[config.mk]
export PLATFORM = sky130hd
export DESIGN_NAME = wsh_cmd_fifo
export DESIGN_NICKNAME = d
export VERILOG_FILES = /design/src/rtl/wsh_pkg.sv /design/src/rtl/wsh_cmd_fifo.sv
export SDC_FILE = /design/constraint.sdc
export NUM_CORES = 1
export LEC_CHECK = 0
export ABC_AREA = 1
export BUFFER_PORTS_ARGS = -buffer_cell sky130_fd_sc_hd__buf_2
export CORE_MARGIN = 1.5
export CORE_UTILIZATION = 62
export DETAILED_ROUTE_END_ITERATION = 16
export PLACE_DENSITY = 0.88
export SYNTH_ARGS = -nofsm -noshare
export SYNTH_HDL_FRONTEND = slang
export SYNTH_SLANG_ARGS = --single-unit
[constraint.sdc]
create_clock -name clk -period 8.35 [get_ports clk]
set_clock_uncertainty 0.15 [all_clocks]
set_input_delay 0.4175 -clock clk [delete_from_list [all_inputs] [get_ports clk]]
set_output_delay 0.4175 -clock clk [all_outputs]
set_load 0.01 [all_outputs]
[src/rtl/wsh_pkg.sv]
package wsh_pkg;

  // fixed field widths and formats
  localparam int SAMPLE_BITS     = 24;
  localparam int PHASE_FRAC_BITS = 16;
  localparam int MAX_UPSAMPLE    = 16;
  localparam int BASIS_BITS      = 24;
  localparam int SLOPE_FRAC      = 8;
  localparam int ACC_BITS        = BASIS_BITS + SLOPE_FRAC;

  // configuration
  localparam int STEP_W    = 23;
  localparam int FLOOR_W   = 24;
  localparam int COUNT_W   = 24;
  localparam int CFG_W     = 24;
  localparam int CFG_IDX_W = 2;

  localparam logic [CFG_IDX_W-1:0] CFG_PHASE_STEP   = 2'd0;
  localparam logic [CFG_IDX_W-1:0] CFG_SLOPE_FLOOR  = 2'd1;
  localparam logic [CFG_IDX_W-1:0] CFG_OUTPUT_COUNT = 2'd2;

  localparam logic [STEP_W-1:0]  RST_PHASE_STEP   = 23'd65536;
  localparam logic [FLOOR_W-1:0] RST_SLOPE_FLOOR  = 24'd1;
  localparam logic [COUNT_W-1:0] RST_OUTPUT_COUNT = 24'd1024;

  // phase
  localparam int PHASE_W = 24;
  localparam logic [PHASE_W-1:0] PHASE_ONE = PHASE_W'(1 << PHASE_FRAC_BITS);
  localparam logic [STEP_W-1:0] STEP_LEAST =
    STEP_W'(((1 << PHASE_FRAC_BITS) + MAX_UPSAMPLE - 1) / MAX_UPSAMPLE);

  localparam logic [COUNT_W-1:0] SEEN_MAX = {COUNT_W{1'b1}};

  // datapath widths
  localparam int DIFF_W  = SAMPLE_BITS + 1;
  localparam int MAG_W   = SAMPLE_BITS + SLOPE_FRAC;
  localparam int DEN_W   = MAG_W + 1;
  localparam int QUO_W   = 36;
  localparam int DROP    = QUO_W - SLOPE_FRAC - 1;
  localparam int SLOPE_W = 35;
  localparam int MUL_W   = 35;
  localparam int PROD_W  = 2 * MUL_W;
  localparam int NUM_W   = 60;
  localparam int BASIS_W = BASIS_BITS + 2;
  localparam int ACC_W   = 62;
  localparam int RQ_W    = ACC_W - ACC_BITS;

  localparam int SAMP_MAX = (1 << (SAMPLE_BITS - 1)) - 1;
  localparam int SAMP_MIN = -SAMP_MAX - 1;

  // sequencer counts
  localparam int CNT_W = 6;
  localparam logic [CNT_W-1:0] SLOPE_LAST = CNT_W'(2);
  localparam logic [CNT_W-1:0] DIV_LAST   = CNT_W'(QUO_W - 1);
  localparam logic [CNT_W-1:0] HERM_LAST  = CNT_W'(8);

  // hermite steps
  localparam logic [CNT_W-1:0] HS_UU  = CNT_W'(0);
  localparam logic [CNT_W-1:0] HS_VV  = CNT_W'(1);
  localparam logic [CNT_W-1:0] HS_H01 = CNT_W'(2);
  localparam logic [CNT_W-1:0] HS_H10 = CNT_W'(3);
  localparam logic [CNT_W-1:0] HS_H11 = CNT_W'(4);
  localparam logic [CNT_W-1:0] HS_DY  = CNT_W'(5);
  localparam logic [CNT_W-1:0] HS_S0  = CNT_W'(6);
  localparam logic [CNT_W-1:0] HS_S1  = CNT_W'(7);

  // command queue
  localparam int Q_DEPTH = 4;
  localparam int Q_AW    = $clog2(Q_DEPTH);

  typedef struct packed {
    logic [STEP_W-1:0]  phase_step;
    logic [FLOOR_W-1:0] slope_floor;
    logic [COUNT_W-1:0] output_count;
  } cfg_t;

  typedef struct packed {
    logic                   is_tail;
    logic [SAMPLE_BITS-1:0] yd;
    logic [SAMPLE_BITS-1:0] y0;
    logic [SAMPLE_BITS-1:0] y1;
    logic [SAMPLE_BITS-1:0] yu;
    logic                   has_d;
    logic                   has_u;
    logic                   last;
    logic                   fin;
  } cmd_t;

  typedef struct packed {
    logic full;
    logic empty;
  } q_stat_t;

  typedef enum logic {
    F_IDLE,
    F_PUSH
  } front_state_t;

  typedef enum logic [2:0] {
    B_IDLE,
    B_SLOPE,
    B_DIV,
    B_LOOP,
    B_HERM,
    B_EMIT,
    B_TAIL,
    B_FLUSH
  } back_state_t;

endpackage

[src/rtl/wsh_cmd_fifo.sv]
module wsh_cmd_fifo (
  input  logic              clk,
  input  logic              rst,
  input  logic              push,
  input  wsh_pkg::cmd_t     cmd_in,
  input  logic              pop,
  output wsh_pkg::cmd_t     cmd_out,
  output wsh_pkg::q_stat_t  stat
);

  wsh_pkg::cmd_t mem [wsh_pkg::Q_DEPTH];
  logic [wsh_pkg::Q_AW-1:0] wr_ptr;
  logic [wsh_pkg::Q_AW-1:0] rd_ptr;
  logic [wsh_pkg::Q_AW:0]   count;

  assign stat.full  = (count == (wsh_pkg::Q_AW+1)'(wsh_pkg::Q_DEPTH));
  assign stat.empty = (count == '0);
  assign cmd_out    = mem[rd_ptr];

  always_ff @(posedge clk) begin
    if (push) begin
      mem[wr_ptr] <= cmd_in;
    end
  end

  always_ff @(posedge clk) begin
    if (rst) begin
      wr_ptr <= '0;
      rd_ptr <= '0;
      count  <= '0;
    end else begin
      if (push) begin
        wr_ptr <= wr_ptr + 1'b1;
      end
      if (pop) begin
        rd_ptr <= rd_ptr + 1'b1;
      end
      if (push && !pop) begin
        count <= count + 1'b1;
      end else if (pop && !push) begin
        count <= count - 1'b1;
      end
    end
  end

endmodule

# --- After elaboration in Yosys (flattened, before gate mapping) ---
# Memory sizes are Yosys's and may differ from the RTL's. A register that Yosys moved wholly into a read port is not among the register bits.
# Cells that the tools add are included.
op_classes:
  n_reduce_logical: 6
  n_mux: 6
  div: 0
  n_shift: 0
  order_cmp: 0
  n_eq_ne: 1
  n_addsub: 4
  mul: 0
  n_bitwise: 0
ops:
  columns: ["cell", "n"]
  rows:
  - ["2-to-1 mux 3 bit", 2]
  - ["adder 2 x 1 -> 2 bit (second input constant)", 2]
  - ["2-to-1 mux 2 bit", 2]
  - ["adder 3 x 1 -> 3 bit (second input constant)", 1]
  - ["== test 3 bit (second input constant)", 1]
  - ["logical NOT 3 bit", 1]
  - ["subtractor 3 x 1 -> 3 bit (second input constant)", 1]
  - ["logical AND 1 bit", 2]
  - ["logical NOT 1 bit", 2]
  - ["2-to-1 mux 1 bit", 2]
  - ["nonzero test 2 bit", 1]
word_totals:
  latch_bits: 0
  regBits: 7
  ramBits: 404
  mem_count: 1
  out_inout_bits: 103
  wordCells: 21
  mem_bits_ro: 0
  input_bits: 105
memory_table:
  columns: ["memory", "depth", "word_bits", "read_ports", "rd_ports_with_merged_regs", "wr", "line_no", "text"]
  rows:
  - ["mem", 4, 101, 1, 1, 1, "wsh_cmd_fifo.sv:11", "wsh_pkg::cmd_t mem [wsh_pkg::Q_DEPTH];"]

# --- Longest topological paths before layout ---
logic_depth:
  depth_word: 4
  ltp_mapped: 10
  mapped_depth_nobuf: 10

# --- Worst setup path after synthesis ---
# Ideal clock, no wire load.
synth_timing:
  kind: "reg-to-reg"
  startpoint: "reg wr_ptr[0] in the netlist's numbering"
  endpoint: "mem mem[2][0] in the netlist's numbering, enable pin"
  path_slack_ns: 5.207
  required_time_ns: 7.746
  stages_incl_launch_ff: 5
  period_less_slack_ns: 3.143
  arrival_ns: 2.539
  n_path_buf: 0
  setup_time_ns: 0.454
  path_cell_list: "dfxtp_1 -> inv_1 -> ha_1 -> nand2_1 -> inv_1"
synth_lines:
  columns: ["item", "line_no", "text"]
  rows:
  - ["start: declaration", "wsh_cmd_fifo.sv:12", "logic [wsh_pkg::Q_AW-1:0] wr_ptr;"]
  - ["start signal: assignment", "wsh_cmd_fifo.sv:33", "wr_ptr <= wr_ptr + 1'b1;"]
  - ["end: declaration", "wsh_cmd_fifo.sv:11", null]
# Straight into the memory's write port.

==> metrics <==
Synth Warn # 0; Crit-path slowest cell clkinv_2; Mean Syn Cell Area 15.7 sq um; 1st-iter DRT viols between 800 and 900; flops & latches, synth just over 400; Clock Path Buffers 3; Max stage delay on crit path between 0.7 and 0.8 ns; Mapped Cells about 1000; vias in the first global route 9948; total CTS buffers 40; Worst Hold Slack between 0.09 and 0.1 ns; # DRC 0; DP HPWL about 18 mm; initial antenna violation count 0; cells along the critical path clkinv_2, buf_4, o21ai_1, o22ai_2, buf_2; Gate power share between 10% and 20%; Die Y around 160 um; TritonRoute pass-1 iters 5; Port Buffer Count 207; async set-reset flop share out of synthesis 0%; post-synth top area cell edfxtp_1; share of post-route cells with drive strength above 1 between 30 and 40%; Leakage 6.92 nW; CTS H-tree depth 2; post-route antenna net violation count 0; DRT Wirelength between 30 and 40 mm; Placement Rows 59; Overall Global Routing Usage roughly a quarter; most frequent cells after synthesis 404 x edfxtp_1, 128 x nor2_1, 125 x o21ai_0; post-synth top area share 74.8%; final-report setup violation count 0; synth unique cells 23; initial cell density of the core between 60% and 70%; Setup Crit Path Kind reg2out; fill count about 1400; Synth area leaders edfxtp_1 75%, o22ai_2 6.2%, o21ai_0 3.9%; top-count cell post-synth edfxtp_1; Max Clk Rate between 0.2 and 0.3 GHz; largest net degree at the start of global routing between 100 and 150; Core Area roughly 26000 sq um; DP Area roughly 17000 sq um; CP bufs+invs 3; Pwr Density 244 nW/um^2; switching power of the nets between 1 and 1.5 mW; CP Data Required Time roughly 8 ns; RR Startpoint wr_ptr[1]$_SDFFE_PP0P_; setup TNS 0 ns; Sw Share 22.7%; Ports approximately 210; area occupied by multi-input gates between 3000 and 4000 sq um; worst min-delay path category in2reg; Sequential Power Share 50.1%; routed vias 10009; Final Instance Area just under 20000 sq um; die area 27100 sq um; cts repair resizes 0; Layout area overhead 21.1%; synthesized area around 16000 sq um; first-pass GRT wire length approximately 54 mm; Post-synth EDFFs ~400; vias per cell slightly below 6; Worst Setup Start Kind flop; sequential area share after synthesis approximately 76%; Setup crit end kind output pin; maximum vdd drop 0.198 mV; Slew @ Worst Pin 1.03 ns; total power 4.80 mW; final net count around 1400; Max Cap Viol 0; max_slew headroom between 30% and 40%; RSZ-0062 raised after global routing no; Final Max Slew Viols 0; CTS tree built; worst-path maximum fanout 57; grt ovf 0; WL per Instance around 21 um; Clock Latency Late Sink between 0.5 and 0.6 ns; status completed; cell family contributing the most delay on the critical path buffers and inverters; Finished Core Util approximately 76%; root buffer cell clkbuf_16; Hold Fails Final Rpt 0; CTS sink count 413; period utilization between 40% and 50%; minimum clock period 3.77 ns; Die X approximately 160 um; register area roughly 12000 sq um; top_reg_cell synth edfxtp_1; Arr. time, crit path ~3.2 ns; Int Pwr ~3.7 mW; power share of the clock group a little under 40%; syn_nets approximately 1100; HP Start pop; CTS clk-pin slew, worst paths ~0.06 ns; final estimated routing congestion in global placement 0.729
[worst paths after layout]
path	slack, ns	to	cells past startpoint
worst max-delay path	4.58	cmd_out[75]	5
worst min-delay path	0.1	flop	3
worst max register to register	5.71	mem[1][42]$_DFFE_PP_	5
worst min register to register	0.34	flop	1
[final cells by class]
| class | count | share of cell area (%) |
|---|---|---|
| inverters | 17 | 0.408 |
| multi-input cells | 539 | 16.9 |
| well taps | 335 | 2.13 |
| repair buffers | 318 | 10.8 |
| clock inverters | 23 | 1.61 |
| flip-flops and latches | 413 | 62.7 |
| clock buffers | 49 | 5.43 |
| diodes | 1 | 0.0127 |
[placed cells by master (no fill, tap or decap), drive strengths merged]
| cell | n |
|---|---|
| clkbuf | 49 |
| clkinvlp | 3 |
| edfxtp | 404 |
| a21oi | 3 |
| o22ai | 101 |
| dfxtp | 9 |
| nand3 | 1 |
| bufinv | 8 |
| nor3 | 2 |
| ha | 5 |
| diode | 1 |
| nor2 | 208 |
| dlygate4sd3 | 102 |
| nand2 | 9 |
| buf | 216 |
| o21ai | 207 |
| xor2 | 1 |
| clkinv | 13 |
| inv | 16 |
| nand4 | 1 |
| fa | 1 |
[stage by stage]
stage	cells	setup WS [ns]
floorplan	1035	5.21
global placement	1520	5.27
detailed placement	1520	5.19
CTS	1694	4.64
global route	1694	4.44
finish	1695	4.58
[power groups by stage]
stage	clock (mW)	sequential [mW]	combinational (mW)
floorplan	0	2.44	0.293
global placement	0	2.44	0.426
detailed placement	0	2.45	0.442
CTS	1.90	2.41	0.486
global route	2.00	2.41	0.529
finish	1.90	2.41	0.493
[state kept, by name, summed over array words and instances (netlist names), named ones only]
name,flops
mem,404
rd_ptr,2
count,3
wr_ptr,2
[tightest hold or removal path: cells and delay by family]
family / cells / cell delay [ns]
buffers and inverters: 1 / 0.10
AOI/OAI and AO/OA: 1 / 0.12
and+or+nand+nor: 1 / 0.09
[logic make-up (layout without fill, tap and decap cells)]
kind of cell,Yosys count,in the layout,share of synthesized area [%]
other,0,1,0
DFF,413,413,75.9
adders and majority gates,6,6,0.509
buffers and inverters,83,407,3.64
xor gates and xnor gates,1,1,0.0540
AOI/OAI and AO/OA,311,311,13.5
and+or+nand+nor,221,221,6.39
[what timing repair did]
action                    4_1_cts  5_1_grt
setup buffers                   0        0
hold endpoints to repair      405        0
hold buffers                  102        0
[metal layers]
| layer | part of all wire, % | track usage [%] | wire, um |
|---|---|---|---|
| met5 | 0 | 0 | 0 |
| met1 | 39 | 33.4 | 14100 |
| met4 | 2.5 | 8.31 | 890 |
| met3 | 6.3 | 4.45 | 2270 |
| met2 | 52 | 46.6 | 18900 |
(Power assumes the default switching activity.)
