[src/rtl/wsh_pkg.sv]
package wsh_pkg;

  // fixed field widths and formats
  localparam int SAMPLE_BITS     = 24;
  localparam int PHASE_FRAC_BITS = 16;
  localparam int MAX_UPSAMPLE    = 16;
  localparam int BASIS_BITS      = 24;
  localparam int SLOPE_FRAC      = 8;
  localparam int ACC_BITS        = BASIS_BITS + SLOPE_FRAC;

  // configuration
  localparam int STEP_W    = 23;
  localparam int FLOOR_W   = 24;
  localparam int COUNT_W   = 24;
  localparam int CFG_W     = 24;
  localparam int CFG_IDX_W = 2;

  localparam logic [CFG_IDX_W-1:0] CFG_PHASE_STEP   = 2'd0;
  localparam logic [CFG_IDX_W-1:0] CFG_SLOPE_FLOOR  = 2'd1;
  localparam logic [CFG_IDX_W-1:0] CFG_OUTPUT_COUNT = 2'd2;

  localparam logic [STEP_W-1:0]  RST_PHASE_STEP   = 23'd65536;
  localparam logic [FLOOR_W-1:0] RST_SLOPE_FLOOR  = 24'd1;
  localparam logic [COUNT_W-1:0] RST_OUTPUT_COUNT = 24'd1024;

  // phase
  localparam int PHASE_W = 24;
  localparam logic [PHASE_W-1:0] PHASE_ONE = PHASE_W'(1 << PHASE_FRAC_BITS);
  localparam logic [STEP_W-1:0] STEP_LEAST =
    STEP_W'(((1 << PHASE_FRAC_BITS) + MAX_UPSAMPLE - 1) / MAX_UPSAMPLE);

  localparam logic [COUNT_W-1:0] SEEN_MAX = {COUNT_W{1'b1}};

  // datapath widths
  localparam int DIFF_W  = SAMPLE_BITS + 1;
  localparam int MAG_W   = SAMPLE_BITS + SLOPE_FRAC;
  localparam int DEN_W   = MAG_W + 1;
  localparam int QUO_W   = 36;
  localparam int DROP    = QUO_W - SLOPE_FRAC - 1;
  localparam int SLOPE_W = 35;
  localparam int MUL_W   = 35;
  localparam int PROD_W  = 2 * MUL_W;
  localparam int NUM_W   = 60;
  localparam int BASIS_W = BASIS_BITS + 2;
  localparam int ACC_W   = 62;
  localparam int RQ_W    = ACC_W - ACC_BITS;

  localparam int SAMP_MAX = (1 << (SAMPLE_BITS - 1)) - 1;
  localparam int SAMP_MIN = -SAMP_MAX - 1;

  // sequencer counts
  localparam int CNT_W = 6;
  localparam logic [CNT_W-1:0] SLOPE_LAST = CNT_W'(2);
  localparam logic [CNT_W-1:0] DIV_LAST   = CNT_W'(QUO_W - 1);
  localparam logic [CNT_W-1:0] HERM_LAST  = CNT_W'(8);

  // hermite steps
  localparam logic [CNT_W-1:0] HS_UU  = CNT_W'(0);
  localparam logic [CNT_W-1:0] HS_VV  = CNT_W'(1);
  localparam logic [CNT_W-1:0] HS_H01 = CNT_W'(2);
  localparam logic [CNT_W-1:0] HS_H10 = CNT_W'(3);
  localparam logic [CNT_W-1:0] HS_H11 = CNT_W'(4);
  localparam logic [CNT_W-1:0] HS_DY  = CNT_W'(5);
  localparam logic [CNT_W-1:0] HS_S0  = CNT_W'(6);
  localparam logic [CNT_W-1:0] HS_S1  = CNT_W'(7);

  // command queue
  localparam int Q_DEPTH = 4;
  localparam int Q_AW    = $clog2(Q_DEPTH);

  typedef struct packed {
    logic [STEP_W-1:0]  phase_step;
    logic [FLOOR_W-1:0] slope_floor;
    logic [COUNT_W-1:0] output_count;
  } cfg_t;

  typedef struct packed {
    logic                   is_tail;
    logic [SAMPLE_BITS-1:0] yd;
    logic [SAMPLE_BITS-1:0] y0;
    logic [SAMPLE_BITS-1:0] y1;
    logic [SAMPLE_BITS-1:0] yu;
    logic                   has_d;
    logic                   has_u;
    logic                   last;
    logic                   fin;
  } cmd_t;

  typedef struct packed {
    logic full;
    logic empty;
  } q_stat_t;

  typedef enum logic {
    F_IDLE,
    F_PUSH
  } front_state_t;

  typedef enum logic [2:0] {
    B_IDLE,
    B_SLOPE,
    B_DIV,
    B_LOOP,
    B_HERM,
    B_EMIT,
    B_TAIL,
    B_FLUSH
  } back_state_t;

endpackage

[src/rtl/wsh_front.sv]
module wsh_front (
  input  logic                              clk,
  input  logic                              rst,
  input  logic                              in_valid,
  output logic                              in_ready,
  input  logic [wsh_pkg::SAMPLE_BITS-1:0]   in_sample,
  input  logic                              in_final,
  input  wsh_pkg::q_stat_t                  q_stat,
  output logic                              q_push,
  output wsh_pkg::cmd_t                     q_cmd
);

  wsh_pkg::front_state_t state, state_next;

  logic [wsh_pkg::SAMPLE_BITS-1:0] win0, win1, win2;
  logic [wsh_pkg::COUNT_W-1:0]     seen;
  logic [wsh_pkg::COUNT_W-1:0]     seen_inc;

  // copy of the word being split into commands
  logic [wsh_pkg::SAMPLE_BITS-1:0] c_w0, c_w1, c_w2, c_s;
  logic                            c_fin, c_m3, c_m4;
  logic [2:0]                      need;
  logic [2:0]                      need_left;
  logic                            accept;

  assign accept   = in_valid && in_ready;
  assign seen_inc = (seen < wsh_pkg::SEEN_MAX) ? seen + 1'b1 : seen;

  always_comb begin
    state_next = state;
    unique case (state)
      wsh_pkg::F_IDLE: begin
        if (accept) begin
          state_next = wsh_pkg::F_PUSH;
        end
      end
      wsh_pkg::F_PUSH: begin
        if (need_left == 3'b000) begin
          state_next = wsh_pkg::F_IDLE;
        end
      end
      default: state_next = wsh_pkg::F_IDLE;
    endcase
  end

  always_comb begin
    in_ready  = (state == wsh_pkg::F_IDLE);
    q_push    = (state == wsh_pkg::F_PUSH) && (need != 3'b000) && !q_stat.full;
    need_left = q_push ? (need & (need - 3'b001)) : need;
    q_cmd     = '0;
    if (need[0]) begin
      // interval ending at the newest stored sample
      q_cmd.yd    = c_w0;
      q_cmd.y0    = c_w1;
      q_cmd.y1    = c_w2;
      q_cmd.yu    = c_s;
      q_cmd.has_d = c_m4;
      q_cmd.has_u = 1'b1;
      q_cmd.last  = !c_fin;
      q_cmd.fin   = c_fin;
    end else if (need[1]) begin
      // last interval of the record
      q_cmd.yd    = c_w1;
      q_cmd.y0    = c_w2;
      q_cmd.y1    = c_s;
      q_cmd.has_d = c_m3;
      q_cmd.fin   = 1'b1;
    end else begin
      q_cmd.is_tail = 1'b1;
      q_cmd.y1      = c_s;
      q_cmd.last    = 1'b1;
      q_cmd.fin     = 1'b1;
    end
  end

  always_ff @(posedge clk) begin
    if (accept) begin
      c_w0  <= win0;
      c_w1  <= win1;
      c_w2  <= win2;
      c_s   <= in_sample;
      c_fin <= in_final;
      c_m3  <= (seen_inc >= wsh_pkg::COUNT_W'(3));
      c_m4  <= (seen_inc >= wsh_pkg::COUNT_W'(4));
    end
  end

  always_ff @(posedge clk) begin
    if (rst) begin
      state <= wsh_pkg::F_IDLE;
      need  <= '0;
      seen  <= '0;
      win0  <= '0;
      win1  <= '0;
      win2  <= '0;
    end else begin
      state <= state_next;
      if (accept) begin
        if (in_final) begin
          need <= {1'b1, (seen_inc >= wsh_pkg::COUNT_W'(2)),
                   (seen_inc >= wsh_pkg::COUNT_W'(3))};
          seen <= '0;
          win0 <= '0;
          win1 <= '0;
          win2 <= '0;
        end else begin
          need <= {2'b00, (seen_inc >= wsh_pkg::COUNT_W'(3))};
          seen <= seen_inc;
          win0 <= win1;
          win1 <= win2;
          win2 <= in_sample;
        end
      end else begin
        need <= need_left;
      end
    end
  end

endmodule

[config.mk]
export PLATFORM = sky130hd
export DESIGN_NAME = wsh_front
export DESIGN_NICKNAME = d
export VERILOG_FILES = /design/src/rtl/wsh_pkg.sv /design/src/rtl/wsh_front.sv
export SDC_FILE = /design/constraint.sdc
export NUM_CORES = 1
export LEC_CHECK = 0
export BUFFER_PORTS_ARGS = -buffer_cell sky130_fd_sc_hd__buf_2
export CAP_MARGIN = 20
export CORE_ASPECT_RATIO = 1.25
export CORE_MARGIN = 4
export CORE_UTILIZATION = 45
export DETAILED_ROUTE_END_ITERATION = 12
export PLACE_DENSITY_LB_ADDON = 0.2
export SLEW_MARGIN = 30
export SYNTH_ARGS = -nofsm -noshare
export SYNTH_HDL_FRONTEND = slang
export SYNTH_SLANG_ARGS = --single-unit
[constraint.sdc]
create_clock -name clk -period 5 [get_ports clk]
set_clock_uncertainty 0.15 [all_clocks]
set_input_delay 0.25 -clock clk [delete_from_list [all_inputs] [get_ports clk]]
set_output_delay 0.25 -clock clk [all_outputs]
set_load 0.005 [all_outputs]
# Word-level counts from Yosys, hierarchy flattened
# Cells that the tools add are included.
# Widths: inputs -> output; s select.
word_totals:
  ff_bits: 199
classes:
  n_addsub: 2
  n_lt_le_gt_ge: 4
  muxes: 20
  bitwise: 2
  reduce_logical: 7
ops:
  columns: ["op", "count"]
  rows:
  - ["$mux 24", 6]
  - ["$mux 72", 1]
  - ["$ge 24x2->1 const B", 2]
  - ["$mux 48", 1]
  - ["$add 24x1->24 const B", 1]
  - ["$ge 24x3->1 const B", 1]
  - ["$lt 24x24->1 const B", 1]
  - ["$mux 3", 3]
  - ["$mux 1", 7]
  - ["$and 3x3->3", 1]
  - ["$logic_and 1x1->1", 3]
  - ["$logic_not 3->1", 1]
  - ["$reduce_bool 3->1", 1]
  - ["$sub 3x1->3 const B", 1]
  - ["$logic_not 1->1", 2]
  - ["$mux 2", 1]
  - ["$pmux 1 s2", 1]
  - ["$not 1->1", 1]

# Depth between registers and ports, before layout
# Gate-level depths: netlist (run 1).
logic_depth:
  depth_word: 7
  ltp_mapped: 11
  depth_no_buf: 9

# Least setup slack after synthesis (run 1)
# OpenSTA, ideal clock, no wires.
synth_path:
  path_type: "flip-flop to flip-flop"
  start: "register state"
  end: "register need[0]"
  arrival_time_ps: 3754
  required_ps: 4527
  setup_slack_ps: 773
  stages_incl_launch_ff: 6
  n_path_buf: 1
  period_less_slack_ps: 4227
  cell_sequence: "dfxtp_1 > inv_1 > nand2_1 > inv_2 > clkbuf_1 > a311oi_1"
synth_between:
  word_cells_on_any_way: 6
  classes_between: "2 x mux; 1 x bitwise; 3 x reduce/logical"
synth_lines:
  columns: ["element", "line", "rtl"]
  rows:
  - ["start, declared", "wsh_front.sv:13", "wsh_pkg::front_state_t state, state_next;"]
  - ["start signal, assigned", "wsh_front.sv:90", "state <= wsh_pkg::F_IDLE;"]
  - ["start signal, assigned", "wsh_front.sv:97", "state <= state_next;"]
  - ["$not 1->1", null, null]
  - ["via in_ready", "wsh_front.sv:5", "output logic in_ready,"]
  - ["$logic_and 1x1->1", "wsh_front.sv:26", "assign accept = in_valid && in_ready;"]
  - ["via accept", "wsh_front.sv:24", "logic accept;"]
  - ["$mux 3", "wsh_front.sv:98", "if (accept) begin"]
  - ["end signal, assigned", "wsh_front.sv:100", "need <= {1'b1, (seen_inc >= wsh_pkg::COUNT_W'(2)),"]
  - ["end signal, assigned", "wsh_front.sv:107", "need <= {2'b00, (seen_inc >= wsh_pkg::COUNT_W'(3))};"]
  - ["end signal, assigned", "wsh_front.sv:114", "need <= need_left;"]
  - ["end, declared", "wsh_front.sv:22", "logic [2:0] need;"]
# The timed path passes the listed nets, and every way through them passes these cells.
# A chain may end at the register's enable or synchronous reset.

# Worst setup path in the final report (run 1)
layout_path:
  start: "register seen[0] (netlist name)"
  end: "register c_m3 (data pin)"
layout_between:
  elab_chain_len: 3
  word_cells_on_any_way: 4
  classes_between: "1 x add/sub; 2 x order compare; 1 x mux"
layout_lines:
  columns: ["element", "line", "rtl"]
  rows:
  - ["start, declared", "wsh_front.sv:16", "logic [wsh_pkg::COUNT_W-1:0] seen;"]
  - ["start signal, assigned", "wsh_front.sv:108", "seen <= seen_inc;"]
  - ["$add 24x1->24 or $lt 24x24->1 (tied branches)", "wsh_front.sv:27", "assign seen_inc = (seen < wsh_pkg::SEEN_MAX) ? seen + 1'b1 : seen;"]
  - ["$mux 24 (*)", "wsh_front.sv:27", null]
  - ["$ge 24x2->1 (*)", "wsh_front.sv:83", "c_m3 <= (seen_inc >= wsh_pkg::COUNT_W'(3));"]
  - ["end signal, assigned", "wsh_front.sv:83", null]
  - ["end, declared", "wsh_front.sv:21", "logic c_fin, c_m3, c_m4;"]
# Mark *: on every way between the ends. The rest lies on a longest branch, timed or not.

==> impl_metrics.ini, run 1 <==
[status]
status = finished clean

[setup_path]
critPathLaunch = seen[0]$_SDFFE_PP0P_
crit_top_cell = nand2_1
critical_path_class = reg2reg
cp-start-kind = register
reg2reg_from = seen[0]$_SDFFE_PP0P_
r2r_cells = 8
r2r_setup_slack_ps = 1800
max_stage_delay_ps = 560
cp_max_fo = 14
crit_buf_inv = 0
worstPathArrival_ps = 3230
r2r-end = c_m3$_DFFE_PP_
cp_cell_sequence = ha_1 -> nand3_2 -> nor4_4 -> nand2_1 -> a211o_1 -> a211oi_1 -> and3_4 -> nand2_1
critPathTopFamily = simple AND/OR/NAND/NOR gates
cpMaxStageDelayCell = nor4_4
cp-end-kind = register
required_ps = 5030

[timing]
max_freq_ghz = 0.313
period_needed_ps = 3200
rsz0062_at_grt = no
period_share_pct = 63.9
hold_viol = 0
relSlewSlack_pct = 44.3
worst_slew_pin_slew_ps = 835
setup_viol = 0
slew_violations = 0
finalSetupTns_ps = 0

[synth]
synth_mux_area_share_pct = 3.35
synth-simple-area-share_pct = 19.3
ys.flop_type = dfxtp_1
ys_ff_latch = 199
synth.distinct_cells = 59
syn-num-nets = 847
synthArstFlopShare_pct = 0
synth_top_family_by_area = simple AND/OR/NAND/NOR gates
synth_compound_area_share_pct = 15.0
synth_warnings = 0
synthesis.area_um2 = 8690
synthAdderAreaFrac_pct = 0.259
avgSynthCellArea_um2 = 10.6
synth_edf_count = 99
synth_cells = 816
synth_xor_area_share_pct = 1.11
seq_area_frac_synth_pct = 57.2

[hold_path]
min_path_cells = 5
hold_path_class = in2reg
hold_path.startpoint = q_stat[1]
hold_end = state$_SDFF_PP0_

[drt]
vias = 6419
first_pass_iters = 5
postRouteAntennaNets = 0
drc = 0
wl_um = 19500
drt-vias-per-instance = 5.49
detail_route.iter0.violations = 466
wire_per_inst_um = 16.6

[grt]
overflow = 0
antenna_found_initial = 0
grt_pass1_vias = 6000
grt_max_degree = 101
grt_pass1_wl_um = 31600
grt_usage_pct = 18.0

[placement]
io_buffer_count = 131
dp_hpwl_um = 12000
place_area_um2 = 9410
placed_cells = 1112
gp_congestion = 0.840

[run]
drv_cap = 0

[clock_network]
cts_sinks = 199
clock_latency_ps = 420
numCtsBuffers = 17
cts_resized = 0
clockRootBuffer = clkbuf_16
postCtsHoldBufs = 24
cts_max_level = 4
clockBufferDepth = 2
cts_tree = done
clk_pin_slew_ps = 70
post-cts-setup-buffers = 0

[floorplan]
die_area_um2 = 21600
die-height_um = 163
die_x_um = 132
io-pin-count = 133
core_um2 = 18800
num_rows = 56
start_util_pct = 46.1

[layout]
num_antenna_cells = 0
area_growth_pct = 18.6
num-fill-cells = 1663
nets = 955
drive_gt1_share_pct = 22.9
finalNonFillerCells = 1169
finalInstanceArea_um2 = 10300

[pwr]
p_per_area_nw_per_um2 = 344
totalPowerFinal_uw = 3550
ir_worst_vdd_mv = 0.218
leakage_uw = 0.00378
[layer usage]
metal  vias to the layer above  part of all wire, %  global-route usage, %  wire length [um]
li1                       3198                    -                      -                 -
met3                        19                  3.6                   3.48               701
met2                       141                   48                   29.2              9270
met5                         -                    0                      0                 0
met1                      3061                   47                   24.6              9210
met4                         0                  1.4                   5.43               280
[worst min-delay path, stage by stage]
cell and delay [ps]:
buf_2 100, nor3_1 40, nor2_1 70, o21ai_0 80, a21oi_1 140
[layout by cell type (no fill, tap or decap), drive strengths merged, types with 9 or more instances in the layout]
master         n
a21oi        101
a22o          48
and2          28
buf          139
clkbuf        19
dfxtp        100
dlygate4sd3   24
edfxtp        99
mux2          25
nand2         94
nand3         13
nand3b        72
nand4          9
nor2          41
nor3          11
o21ai         24
[cell type report]
cell class              instances  area [um^2]  share of cell area [%]
flip-flops and latches        199         4980                    48.3
multi-input cells             540         3410                    33.1
repair buffers                163          975                    9.46
clock buffers                  19          443                    4.30
well taps                     232          290                    2.82
clock inverters                13          193                    1.87
inverters                       3         16.3                   0.158
[stage by stage]
step	hold slack (ps)	util (%)	setup slack, ps
5_1_grt	203	54.7	1510
3_5_place_dp	265	49.9	1810
3_3_place_gp	263	49.9	1870
6_report	145	54.7	1800
4_1_cts	127	54.6	1820
2_1_floorplan	199	-	773
[worst max-delay path by stage]
| stage | end | slack, ps | depth (start not counted) |
|---|---|---|---|
| after floorplan | need[0]$_SDFF_PP0_ | 770 | 5 |
| after global placement | c_m3$_DFFE_PP_ | 1870 | 8 |
| after detailed placement | c_m3$_DFFE_PP_ | 1810 | 8 |
| after CTS | c_m3$_DFFE_PP_ | 1820 | 8 |
| after global routing | c_m3$_DFFE_PP_ | 1510 | 8 |
| final | c_m3$_DFFE_PP_ | 1800 | 8 |
[where the power goes]
group | total, uW | switching, uW | leakage (uW) | internal, uW
Combinational | 264 | 151 | 0.00169 | 114
Sequential | 1810 | 39.8 | 0.00179 | 1770
Clock | 1470 | 611 | 0.000304 | 860
Total | 3550 | 802 | 0.00378 | 2750
[kinds of logic after synthesis]
family / count (synthesis)
fa+ha+maj: 2
flops: 199
mux: 26
compound gates: 201
simple gates: 300
buf+inv: 77
xor+xnor: 11
[state kept, by name, indices dropped and copies added, names as in the netlist]
register / cells
win2: 24
seen: 24
c_m4: 1
c_s: 24
state: 1
win1: 24
c_fin: 1
c_w0: 24
need: 3
c_w1: 24
c_m3: 1
win0: 24
c_w2: 24
[synth_stat cells, drive strengths merged, types with 3 or more instances]
cell type    n  share of area (%)
a21oi      101                5.8
dfxtp      100                 23
edfxtp      99                 34
nand2       94                4.1
nand3b      72                6.2
clkbuf      58                2.5
a22o        48                4.8
nor2        41                1.8
and2        28                2.0
mux2        25                3.2
o21ai       24                1.4
buf         16                1.1
nand3       13               0.95
nor3        11               0.63
nand4        9               0.72
and3         8               0.63
nor4         8               0.82
xnor2        8               0.81
and4         6               0.65
a22oi        5               0.43
a211oi       3               0.40
inv          3               0.13
nand2b       3               0.22
o211ai       3               0.26
or3          3               0.22
xor2         3               0.30
(Power assumes the default switching activity.)
==> run 2, diff against run 1 <==
==> constraint.sdc (replaced) <==
create_clock -name clk -period 2.8 [get_ports clk]
set_clock_uncertainty 0.15 [all_clocks]
set_input_delay 0.14 -clock clk [delete_from_list [all_inputs] [get_ports clk]]
set_output_delay 0.14 -clock clk [all_outputs]
set_load 0.005 [all_outputs]
==> run 2 against run 1 <==
Compared with the run above: largest power group unchanged; clock power rose by 67%; worst hold slack worse by 100 ps; register-to-register slack got worse by 1600 ps; sequential power up 78%; combinational power rose by 87%.
==> impl_metrics.ini, run 2 (synthesized netlist as in run 1, its figures left out) <==
[status]
status = finished clean

[hold_path]
hold_path_class = in2reg
hold_path.startpoint = q_stat[1]
hold_end = state$_SDFF_PP0_
min_path_cells = 5

[floorplan]
io-pin-count = 133
start_util_pct = 46.1
die-height_um = 163
core_um2 = 18800
die_area_um2 = 21600
die_x_um = 132
num_rows = 56

[pwr]
p_sw_uw = 1510
p_sw_share_pct = 24.5
ir_worst_vdd_mv = 0.356
p_int_uw = 4660
clkPwrFrac_pct = 39.8
leakage_uw = 0.00396
p_per_area_nw_per_um2 = 584
seqPwrFrac_pct = 52.2
pwr-share-comb_pct = 8.0

[timing]
period_needed_ps = 2600
setup_viol = 0
slew_violations = 0
rsz0062_at_grt = no
worst_slew_pin_slew_ps = 634
period_share_pct = 92.9
hold_viol = 0
finalSetupTns_ps = 0
timing.hold.ws_ps = 43.8
relSlewSlack_pct = 57.7
max_freq_ghz = 0.384

[setup_path]
cp-start-kind = register
cp_max_fo = 5
critical_path_class = reg2reg
r2r-end = c_m3$_DFFE_PP_
cp-end-kind = register
required_ps = 2840
r2r_setup_slack_ps = 200
worstPathArrival_ps = 2640
r2r_cells = 8
reg2reg_from = seen[6]$_SDFFE_PP0P_

[layout]
final_common_cell = buf_2
layout_common_cells = 130 x buf_2, 101 x a21oi_1, 99 x edfxtp_1, 96 x dfxtp_1, 92 x nand2_1
num-fill-cells = 1632
area_growth_pct = 21.7
nets = 987
drive_gt1_share_pct = 26.1

[placement]
gp_congestion = 0.876
io_buffer_count = 131
dp_hpwl_um = 13000

[clock_network]
numCtsBuffers = 17
clockRootBuffer = clkbuf_16
clock_latency_ps = 430
clk_pin_slew_ps = 70
cts_sinks = 199
clockBufferDepth = 2
cts_tree = done
cts_max_level = 4

[grt]
grt_usage_pct = 18.4
antenna_found_initial = 2
overflow = 0
grt_pass1_vias = 6157
grt_max_degree = 101
grt_pass1_wl_um = 32300

[drt]
vias = 6622
wl_um = 20200
drt-vias-per-instance = 5.51
drc = 0
postRouteAntennaNets = 0
first_pass_iters = 5
detail_route.iter0.violations = 534
wire_per_inst_um = 16.8

[run]
drv_cap = 0
## run 2: worst max-delay path by stage
stage	from	to	slack, ps	cells past startpoint
global placement	seen[0]$_SDFFE_PP0P_	c_m3$_DFFE_PP_	130	10
finish	seen[6]$_SDFFE_PP0P_	c_m3$_DFFE_PP_	200	8
floorplan	seen[0]$_SDFFE_PP0P_	need[0]$_SDFF_PP0_	170	9
detailed placement	seen[0]$_SDFFE_PP0P_	c_m3$_DFFE_PP_	120	10
global route	seen[0]$_SDFFE_PP0P_	c_m3$_DFFE_PP_	10	10
CTS	seen[0]$_SDFFE_PP0P_	c_m3$_DFFE_PP_	100	10
## run 2: repair_timing
| item | in CTS | in global routing |
|---|---|---|
| hold buffers | 24 | 0 |
| hold endpoints to repair | 48 | 0 |
| setup buffers | 0 | 0 |
| gates resized for setup | 0 | 5 |
| setup endpoints to repair | 0 | 4 |
## run 2: stage by stage
step / setup WS (ps) / instances / area (um^2) / utilization [%] / total power, uW
finish: 199 / 1202 / 10600 / 56.1 / 6170
global route: 12.9 / 1202 / 10600 / 56.1 / 6410
CTS: 95.8 / 1201 / 10600 / 56.0 / 6250
detailed placement: 119 / 1145 / 9720 / 51.5 / 3770
global placement: 130 / 1145 / 9720 / 51.5 / 3760
floorplan: 169 / 816 / 8690 / - / 3560
## run 2: critical path, stage by stage, from the launching register on
cell and delay, ps:
dfxtp_1 410, and4_1 360, nand3_4 150, a2111oi_2 380, xnor2_1 190, o211ai_1 140, nor4_2 270, and3_4 260
nand2_1 60
## run 2: metal layers
metal | GRT usage, % | part of all wire [%] | wire (um) | up-vias
li1 | - | - | - | 3265
met1 | 24.4 | 45 | 9120 | 3172
met2 | 30.3 | 49 | 9800 | 156
met3 | 3.82 | 4.4 | 884 | 27
met4 | 6.19 | 1.8 | 367 | 2
met5 | 0 | 0.035 | 7 | -
## run 2: power groups by stage
stage | Combinational (uW) | Clock (uW) | Sequential (uW)
final | 494 | 2450 | 3230
after global routing | 543 | 2630 | 3240
after CTS | 501 | 2520 | 3230
after detailed placement | 473 | 0 | 3290
after global placement | 471 | 0 | 3290
after floorplan | 290 | 0 | 3270
## run 2: area by class of cell
class                   count  area (um^2)  area share, %
diodes                      1         2.50         0.0237
clock buffers              17          425           4.02
clock inverters            15          181           1.72
inverters                   3         16.3          0.154
multi-input cells         540         3420           32.3
flip-flops and latches    199         4980           47.1
well taps                 232          290           2.74
repair buffers            195         1260           11.9
